==> src/hdl/tlpb_pkg.sv <==
// Package for the two-level priority bitmap: map geometry, operation codes
// and the two priority encoders shared by the datapath.
// No dependencies.
package tlpb_pkg;

  localparam int WordBits = 8;
  localparam int NumWords = 8;

  localparam int OpW     = 2;
  localparam int LevelW  = 6;
  localparam int ResultW = 7;

  localparam int BitW    = $clog2(WordBits);
  localparam int WidxW   = (NumWords > 1) ? $clog2(NumWords) : 1;
  localparam int BitCntW = $clog2(WordBits + 1);
  localparam int ResW    = $clog2(NumWords * WordBits + 1);

  typedef enum logic [OpW-1:0] {
    OpSet   = 2'd0,
    OpClear = 2'd1,
    OpQuery = 2'd2
  } opcode_e;

  typedef logic [WordBits-1:0] word_t;
  typedef logic [NumWords-1:0] summary_t;

  // Index of the highest set bit plus one, zero for an empty word.
  function automatic logic [BitCntW-1:0] word_top(word_t v);
    logic [BitCntW-1:0] r;
    r = '0;
    for (int i = 0; i < WordBits; i++) begin
      if (v[i]) r = BitCntW'(i + 1);
    end
    return r;
  endfunction

  // Index of the highest non-empty word; only meaningful if s is non-zero.
  function automatic logic [WidxW-1:0] summary_top(summary_t s);
    logic [WidxW-1:0] r;
    r = '0;
    for (int i = 0; i < NumWords; i++) begin
      if (s[i]) r = WidxW'(i);
    end
    return r;
  endfunction

endpackage

==> src/hdl/two_level_priority_bitmap_top.sv <==
// Two-level priority bitmap: scheduler ready map with a word store in a
// synchronous memory and a summary word in flip-flops.
// Depends on tlpb_pkg.
//
// Usage
//   Request channel: in_valid_i/in_ready_o carrying opcode_i (set, clear,
//   query; code 3 acts as query) and level_i. Levels beyond the map are
//   not stored but still produce a result.
//   Result channel: out_valid_o/out_ready_i carrying highest_plus_one_o,
//   the highest set level plus one after the request, 0 for an empty map.
//   One result per request, in order.
//   Sequence: a request passes through a word read, a read-modify-write
//   with the read of the top word, then priority encoding into the output
//   register. The word memory port sets this. A new request is taken only
//   once the previous one has loaded the output register, which waits
//   until the output is drained.
//   Stalls: the output register holds a finished result; the next request
//   is accepted while it waits, but its own result waits until the
//   receiver takes the earlier one.
//   Reset: the summary word and the per-word valid bits clear at once, so
//   the whole map reads as empty straight after reset; no clearing pass.
module two_level_priority_bitmap_top
  import tlpb_pkg::*;
(
  input  logic               clk_i,
  input  logic               rst_ni,
  input  logic               in_valid_i,
  output logic               in_ready_o,
  input  logic [OpW-1:0]     opcode_i,
  input  logic [LevelW-1:0]  level_i,
  output logic               out_valid_o,
  input  logic               out_ready_i,
  output logic [ResultW-1:0] highest_plus_one_o
);

  typedef enum logic [1:0] {
    SIdle,
    SModify,
    SResult
  } state_e;

  state_e               state_q;
  logic [OpW-1:0]       op_q;
  logic [WidxW-1:0]     widx_q;
  logic [BitW-1:0]      bit_q;
  logic                 in_range_q;
  summary_t             summary_q, summary_d;
  logic [NumWords-1:0]  vld_q;
  logic [WidxW-1:0]     top_q, top_d;
  logic                 any_q;
  logic                 fwd_q;
  word_t                fwd_word_q;
  logic                 out_valid_q;
  logic [ResultW-1:0]   out_q;

  // word memory
  word_t                mem_q [NumWords];
  word_t                rdata_q;
  logic                 rd_en;
  logic [WidxW-1:0]     rd_addr;
  logic                 wr_en;
  word_t                wr_data;

  logic                 accept;
  logic [LevelW:0]      lvl_ext;
  logic [LevelW:0]      widx_full;
  logic [LevelW:0]      bit_full;
  logic                 in_range;
  word_t                old_word;
  word_t                res_word;
  logic [ResW-1:0]      result;
  logic                 out_free;

  assign accept    = in_valid_i && in_ready_o;
  assign in_ready_o = (state_q == SIdle);
  assign out_free  = !out_valid_q || out_ready_i;

  assign lvl_ext   = {1'b0, level_i};
  assign widx_full = (LevelW + 1)'(lvl_ext / WordBits);
  assign bit_full  = (LevelW + 1)'(lvl_ext % WordBits);
  assign in_range  = (widx_full < (LevelW + 1)'(NumWords));

  // read-modify-write of the addressed word
  assign old_word = vld_q[widx_q] ? rdata_q : '0;

  always_comb begin
    wr_en     = 1'b0;
    wr_data   = old_word;
    summary_d = summary_q;
    if (state_q == SModify && in_range_q) begin
      case (opcode_e'(op_q))
        OpSet: begin
          wr_en             = 1'b1;
          wr_data           = old_word | (word_t'(1) << bit_q);
          summary_d[widx_q] = 1'b1;
        end
        OpClear: begin
          wr_en   = 1'b1;
          wr_data = old_word & ~(word_t'(1) << bit_q);
          if (wr_data == '0) summary_d[widx_q] = 1'b0;
        end
        default: begin
          wr_en = 1'b0;
        end
      endcase
    end
  end

  assign top_d = summary_top(summary_d);

  always_comb begin
    rd_en   = 1'b0;
    rd_addr = '0;
    if (state_q == SIdle && accept) begin
      rd_en   = 1'b1;
      rd_addr = in_range ? WidxW'(widx_full) : '0;
    end else if (state_q == SModify) begin
      rd_en   = 1'b1;
      rd_addr = top_d;
    end
  end

  always_ff @(posedge clk_i) begin
    if (wr_en) mem_q[widx_q] <= wr_data;
  end

  // read-first: a same-entry write in the modify cycle is forwarded instead
  always_ff @(posedge clk_i) begin
    if (rd_en) rdata_q <= mem_q[rd_addr];
  end

  assign res_word = fwd_q ? fwd_word_q : (vld_q[top_q] ? rdata_q : '0);

  always_comb begin
    result = '0;
    if (any_q) begin
      result = ResW'(word_top(res_word)) + ResW'(top_q) * ResW'(WordBits);
    end
  end

  always_ff @(posedge clk_i or negedge rst_ni) begin
    if (!rst_ni) begin
      state_q     <= SIdle;
      summary_q   <= '0;
      vld_q       <= '0;
      out_valid_q <= 1'b0;
      op_q        <= '0;
      widx_q      <= '0;
      bit_q       <= '0;
      in_range_q  <= 1'b0;
      top_q       <= '0;
      any_q       <= 1'b0;
      fwd_q       <= 1'b0;
      fwd_word_q  <= '0;
      out_q       <= '0;
    end else begin
      if (out_valid_q && out_ready_i) out_valid_q <= 1'b0;
      case (state_q)
        SIdle: begin
          if (accept) begin
            op_q       <= opcode_i;
            widx_q     <= WidxW'(widx_full);
            bit_q      <= BitW'(bit_full);
            in_range_q <= in_range;
            state_q    <= SModify;
          end
        end
        SModify: begin
          summary_q  <= summary_d;
          if (wr_en) vld_q[widx_q] <= 1'b1;
          top_q      <= top_d;
          any_q      <= |summary_d;
          fwd_q      <= wr_en && (top_d == widx_q);
          fwd_word_q <= wr_data;
          state_q    <= SResult;
        end
        SResult: begin
          if (out_free) begin
            out_q       <= ResultW'(result);
            out_valid_q <= 1'b1;
            state_q     <= SIdle;
          end
        end
        default: begin
          state_q <= SIdle;
        end
      endcase
    end
  end

  assign out_valid_o        = out_valid_q;
  assign highest_plus_one_o = out_q;

endmodule

==> config.mk <==
export PLATFORM = sky130hd
export DESIGN_NAME = two_level_priority_bitmap_top
export DESIGN_NICKNAME = d
export VERILOG_FILES = /design/src/hdl/tlpb_pkg.sv /design/src/hdl/two_level_priority_bitmap_top.sv
export SDC_FILE = /design/constraint.sdc
export NUM_CORES = 1
export LEC_CHECK = 0
export BUFFER_PORTS_ARGS = -buffer_cell sky130_fd_sc_hd__buf_2
export CAP_MARGIN = 15
export CORE_ASPECT_RATIO = 1.2
export CORE_UTILIZATION = 55
export CTS_CLUSTER_SIZE = 25
export DETAILED_ROUTE_END_ITERATION = 6
export HOLD_SLACK_MARGIN = 0.02
export PLACE_DENSITY = 0.71
export SLEW_MARGIN = 20
export SYNTH_ARGS = -nofsm -noshare
export SYNTH_HDL_FRONTEND = slang
export SYNTH_SLANG_ARGS = --single-unit
==> constraint.sdc <==
create_clock -name clk_i -period 3.6 [get_ports clk_i]
set_input_delay 0.9 -clock clk_i [delete_from_list [all_inputs] [get_ports clk_i]]
set_output_delay 0.9 -clock clk_i [all_outputs]
set_load 0.02 [all_outputs]
Yosys cells after proc, flatten, opt, wreduce, memory -nomap -nowiden
Memories as Yosys holds them, arrays and structs flattened. A register that Yosys moved wholly into a read port is not among the register bits.
Cells that the tools add are included.
{"block": "op_classes", "addsub": 1, "magnitude_cmp": 4, "eq_ne": 6, "shifts": 1, "n_mux": 46, "bitwise": 7, "n_reduce_logical": 17}
{"op": "$mux W8", "count": 6}
{"op": "$mux W4", "count": 8}
{"op": "$pmux W8 S2", "count": 2}
{"op": "$mux W3", "count": 9}
{"op": "$or A8 B8 Y8", "count": 3}
{"op": "$and A8 B8 Y8", "count": 2}
{"op": "$not A8 Y8", "count": 2}
{"op": "$mux W1", "count": 14}
{"op": "$lt A3 B4 Y1 const B", "count": 3}
{"op": "$logic_not A8 Y1", "count": 1}
{"op": "$reduce_and A2 Y1", "count": 4}
{"op": "$reduce_or A8 Y1", "count": 1}
{"op": "$shl A1 B3 Y8 const A", "count": 1}
{"op": "$add A4 B6 Y7", "count": 1}
{"op": "$mux W7", "count": 1}
{"op": "$bmux W1 S3", "count": 2}
{"op": "$logic_and A1 B1 Y1", "count": 6}
{"op": "$pmux W2 S3", "count": 1}
{"op": "$eq A2 B1 Y1 const B", "count": 2}
{"op": "$logic_not A2 Y1", "count": 2}
{"op": "$mux W2", "count": 2}
{"op": "$demux W1 S3", "count": 1}
{"op": "$eq A3 B3 Y1", "count": 1}
{"op": "$ge A3 B1 Y1 const B", "count": 1}
{"op": "6 further kinds", "count": 6}
{"block": "totals", "register_bits": 48, "ram_bits": 64, "word_cells": 96, "n_memories": 1}
{"memory": "mem_q", "words": 8, "width": 8, "read_ports": 1, "rd_ports_with_merged_regs": 1, "write_ports": 1, "line_no": "two_level_priority_bitmap_top.sv:57", "source": "word_t mem_q [NumWords];"}

Depth between registers and ports, before layout
{"block": "logic_depth", "depth_word": 18, "mapped_depth": 13, "ltp_nobuf": 11}

Least setup slack after synthesis
Ideal clock, no wire load.
{"block": "synth_path", "path_kind": "reg-to-reg", "from": "register state_q[1]", "to": "register rdata_q[1] (read register of mem_q) (data pin)", "setup_time_ns": 0.256, "t_arrival_ns": 2.955, "required_time_ns": 3.344, "path_slack_ns": 0.389, "path_stages_with_launch": 12, "path_buffers": 2, "synth_period_minus_slack_ns": 3.211, "path_cell_list": "dfrtp_1 -> nor4bb_1 -> buf_2 -> nand2_1 -> nor2_1 -> mux2i_1 -> a21bo_2 -> a211oi_2 -> o211ai_2 -> buf_6 -> mux2_1 -> o211a_1"}
{"block": "synth_between", "elab_chain_len": 12, "word_cells_on_any_way": 17}
{"element": "start, declared", "line_no": "two_level_priority_bitmap_top.sv:42", "source": "state_e state_q;"}
{"element": "start signal, assigned", "line_no": "two_level_priority_bitmap_top.sv:143", "source": "state_q <= SIdle;"}
{"element": "start signal, assigned", "line_no": "two_level_priority_bitmap_top.sv:165", "source": "state_q <= SModify;"}
{"element": "start signal, assigned", "line_no": "two_level_priority_bitmap_top.sv:175", "source": "state_q <= SResult;"}
{"element": "$eq A2 B1 Y1", "line_no": "two_level_priority_bitmap_top.sv:90, two_level_priority_bitmap_top.sv:117"}
{"element": "$logic_and A1 B1 Y1", "line_no": "two_level_priority_bitmap_top.sv:90", "source": "if (state_q == SModify && in_range_q) begin"}
{"element": "$mux W8", "line_no": "two_level_priority_bitmap_top.sv:90"}
{"element": "$mux W1", "line_no": "tlpb_pkg.sv:42", "source": "if (s[i]) r = WidxW'(i);"}
{"element": "$mux W3 (6 in a row)", "line_no": "tlpb_pkg.sv:42"}
{"element": "$mux W3", "line_no": "two_level_priority_bitmap_top.sv:117", "source": "end else if (state_q == SModify) begin"}
{"element": "$mux W3", "line_no": "two_level_priority_bitmap_top.sv:114", "source": "if (state_q == SIdle && accept) begin"}
{"element": "end, declared", "line_no": "two_level_priority_bitmap_top.sv:58", "source": "word_t rdata_q;"}
Parallel ways exist; a longest one is shown, timed or not.
A chain may end at the register's enable or synchronous reset.

Worst setup path after layout
{"block": "layout_path", "from": "register widx_q[2]", "to": "register rdata_q[3] (read register of mem_q) (data pin)"}
{"block": "layout_between", "elab_chain_len": 18, "word_cells_on_any_way": 25}
{"element": "start, declared", "line_no": "two_level_priority_bitmap_top.sv:44", "source": "logic [WidxW-1:0] widx_q;"}
{"element": "start signal, assigned", "line_no": "two_level_priority_bitmap_top.sv:162", "source": "widx_q <= WidxW'(widx_full);"}
{"element": "$lt A3 B4 Y1 (not written as such) or $ge A3 B1 Y1 (tied branches)", "line_no": "two_level_priority_bitmap_top.sv:95, two_level_priority_bitmap_top.sv:100"}
{"element": "$logic_and A1 B1 Y1 (not written as such)", "line_no": "two_level_priority_bitmap_top.sv:95, two_level_priority_bitmap_top.sv:100"}
{"element": "$mux W1 (not written as such)", "line_no": "two_level_priority_bitmap_top.sv:95, two_level_priority_bitmap_top.sv:100"}
{"element": "$demux W1 S3", "line_no": "two_level_priority_bitmap_top.sv:95, two_level_priority_bitmap_top.sv:100"}
{"element": "$not A8 Y8 (no line)"}
{"element": "$and A8 B8 Y8 (no line)"}
{"element": "$mux W8", "line_no": "two_level_priority_bitmap_top.sv:100", "source": "if (wr_data == '0) summary_d[widx_q] = 1'b0;"}
{"element": "$pmux W8 S2 *", "line_no": "two_level_priority_bitmap_top.sv:91", "source": "case (opcode_e'(op_q))"}
{"element": "$mux W8 *", "line_no": "two_level_priority_bitmap_top.sv:90"}
{"element": "$mux W1", "line_no": "tlpb_pkg.sv:42"}
{"element": "$mux W3 (5 in a row)", "line_no": "tlpb_pkg.sv:42"}
{"element": "$mux W3 *", "line_no": "tlpb_pkg.sv:42"}
{"element": "$mux W3 *", "line_no": "two_level_priority_bitmap_top.sv:117"}
{"element": "$mux W3 *", "line_no": "two_level_priority_bitmap_top.sv:114"}
Every way passes the cells marked *; elsewhere a longest branch is shown, timed or not. The select of a mux whose other input is x is not followed.

==> results_dict.tcl <==
set metrics [dict create \
    status "finished clean" \
    slew_violations 0 \
    postCtsSetupRepairBufs 0 \
    tns_ns 0 \
    first_iter_violations 365 \
    clkPwrFrac_pct 30.5 \
    drv_cap 0 \
    root_buffer "clkbuf_16" \
    io_buffers 20 \
    p_sw_mw 1.988 \
    cts_hold_buf 0 \
    insertion_delay_ns 0.42 \
    finalWorstSetupSlack_ns 0.2074 \
    endpoint_kind "flip-flop" \
    cts.sinks 120 \
    routed_wl_um 12840 \
    pwr_density_cell_nw_per_um2 911.6 \
    slowest_delay_ns 0.73 \
    synth_top_area_share_pct 39.18 \
    synth_cell_type_count 61 \
    avgSynthCellArea_sq_um 12.07 \
    dp.cells 595 \
    synthArstFlopShare_pct 40.00 \
    gp_congestion 0.9388 \
    die_w_um 93.44 \
    hold_class "reg2reg" \
    dp_slack_ns 0.2737 \
    ios 21 \
    cts_tree "yes" \
    arrival_ns 3.57 \
    overflow 0 \
    grt_pass1_vias 3855 \
    seq_power_share_pct 38.4 \
    synth_area_leaders "edfxtp_1 39%, dfrtp_1 22%, mux2i_1 6.2%, nand2_1 5.1%, o21ai_0 2.5%" \
    power_frac_comb_pct 31.1 \
    yosys.area.top_type "edfxtp_1" \
    die-height_um 111.7 \
    grt_max_degree 49 \
    first_pass_iters 6 \
    yosysWarningCount 0 \
    critPathLaunchType "flip-flop" \
    setup_violations 0 \
    vias 3840 \
    rsz0062_at_grt "false" \
    skew_ns 0.008381 \
    slowest_stage "o22ai_1" \
    htreeDepth 4 \
    cts_buffers 17 \
    drc 0 \
    finalPower_mw 5.857 \
    path_max_fanout 16 \
    synth_commonest_cells "75 x nand2_1, 72 x edfxtp_1, 48 x dfrtp_1" \
    num_rows 39 \
    ys.flop_type "edfxtp_1" \
    crit_chain "a31oi_1, o21a_1, o2bb2ai_4, o21a_1, a2111oi_0, or2_1, o22ai_1, a22oi_1, o211a_1" \
    clk_path_buf_depth 2 \
    start_util_pct 57.40 \
    drive_above_1_share_pct 16.27 \
    crit_type "reg2reg" \
    antenna_found_initial 0 \
    fin_crit_ns 3.393 \
    clock.fmax_ghz 0.2948 \
    cp.buffers_inverters 0 \
    ys_seq_area_share_pct 60.95 \
    p_int_mw 3.869 \
    p_leak_nw 2.614 \
    crit_top_cell "o21a_1" \
    wl_per_cell_um 20.47 \
    syn_inst 457 \
    max_slew_margin_pct 25.74 \
    grt_pass1_wl_um 20180 \
    clk_pin_slew_worst_paths_ns 0.06 \
    synth-seq-cells 120 \
    swShare_pct 33.94 \
    track_usage_pct 27.08 \
    yosysMostFrequentCell "nand2_1" \
    core_area_sq_um 9613 \
    diodes 0 \
    syn_nets 471 \
    layoutNonFillerInstCount 627 \
    fin_crit_sh_pct 94.24 \
    required_ns 3.77 \
    ir_worst_vdd_uv 486.4 \
    syn_area_sq_um 5518 \
    ff2ff_setup_slack_ns 0.21 \
    via_per_inst 6.124 \
    utilization_pct 66.84 \
    finalHoldViolCount 0 \
    dpl.hpwl_um 8689 \
    ant_nets 0 \
    area_delta_synth_final_pct 16.44 \
    cp_top_family "compound AO/OA/AOI/OAI gates" \
    synth_edf_count 72 \
    cts_resized 0 \
    dieArea_sq_um 10440 \
    fin_nets 505 \
    worst-slew-pin-transition_ns 1.102 \
]
## logic make-up (layout without fill, tap and decap cells)
group,after synthesis,after routing,share of synthesized area (%)
AO/OA/AOI/OAI,96,96,12.49
XOR/XNOR,3,3,0.4763
adder cells (fa/ha/maj),2,2,0.4534
buffers and inverters,34,81,2.902
flip-flops,120,120,60.95
multiplexers,48,48,9.433
AND/OR/NAND/NOR,154,154,13.29
## worst register-to-register path, stage by stage (launching register included)
cell and delay [ns]:
dfrtp_1 0.65, a31oi_1 0.08, o21a_1 0.17, o2bb2ai_4 0.29
o21a_1 0.35, a2111oi_0 0.15, or2_1 0.32, o22ai_1 0.73
a22oi_1 0.24, o211a_1 0.17
## cells in the final DEF (no fill, tap or decap), drive strengths merged, types with 2 or more instances in the layout
cell,instances
nand3,10
dfrtp,48
nor4,7
a221oi,2
o32ai,2
inv,12
nand3b,2
nand2b,13
a21oi,9
buf,37
bufinv,5
or2,5
mux2,12
edfxtp,72
mux4,2
nor2b,5
clkinv,7
o211ai,4
clkbuf,20
o211a,8
and3,2
a22oi,10
or4,2
a21boi,2
o21a,5
a31oi,5
nand4,4
a21bo,2
o22ai,3
ha,2
or3,2
xnor2,2
o31ai,3
nor3,5
o21ai,29
mux2i,34
nand2,75
nor2,19
## metal layers
| layer | vias up | wire (um) | GRT usage [%] |
|---|---|---|---|
| met5 | - | 0 | 0 |
| met4 | 0 | 437 | 16.31 |
| met3 | 30 | 710 | 6.148 |
| met2 | 147 | 6598 | 43.82 |
| met1 | 1893 | 5091 | 32.91 |
| li1 | 1770 | - | - |
## final timing paths
kind / start / endpoint / cells after the start
max: widx_q[2] / rdata_q[3] / 9
min: highest_plus_one_o[1] / highest_plus_one_o[1] / 2
max reg2reg: widx_q[2] / rdata_q[3] / 9
min reg2reg: highest_plus_one_o[1] / highest_plus_one_o[1] / 2
max in group asynchronous: rst_ni / bit_q[0] / 1
min in group asynchronous: rst_ni / state_q[0] / 1
## flip-flops by register name, summed over array words and instances, names as in the netlist
register / count
any_q: 1
bit_q: 3
fwd_q: 1
fwd_word_q: 8
highest_plus_one_o: 7
in_range_q: 1
mem_q: 64
op_q: 2
out_valid_o: 1
rdata_q: 8
state_q: 2
summary_q: 8
top_q: 3
vld_q: 8
widx_q: 3
## cell type report
type | instances | area [sq um]
Sequential cell | 120 | 3363
Tap cell | 123 | 153.9
Clock buffer | 20 | 436.7
Timing Repair Buffer | 37 | 242.7
Inverter | 12 | 45.04
Fill cell | 703 | 3188
Clock inverter | 12 | 180.2
Multi-Input combinational cell | 303 | 2003
## power by group through the flow
stage	Combinational, mW	Sequential (mW)	Clock [mW]
final	1.82	2.25	1.79
after global routing	1.99	2.28	1.86
after CTS	1.82	2.24	1.81
after detailed placement	1.80	2.26	0
after global placement	1.76	2.24	0
after floorplan	1.34	2.17	0
## metrics by stage
step	hold WS, ns	cell area, sq um
after CTS	0.4857	6422
final	0.4786	6425
after global placement	0.4613	5806
after floorplan	0.4437	5518
after global routing	0.5078	6425
after detailed placement	0.4717	5806
No activity file was read; power rests on OpenSTA's default activity.
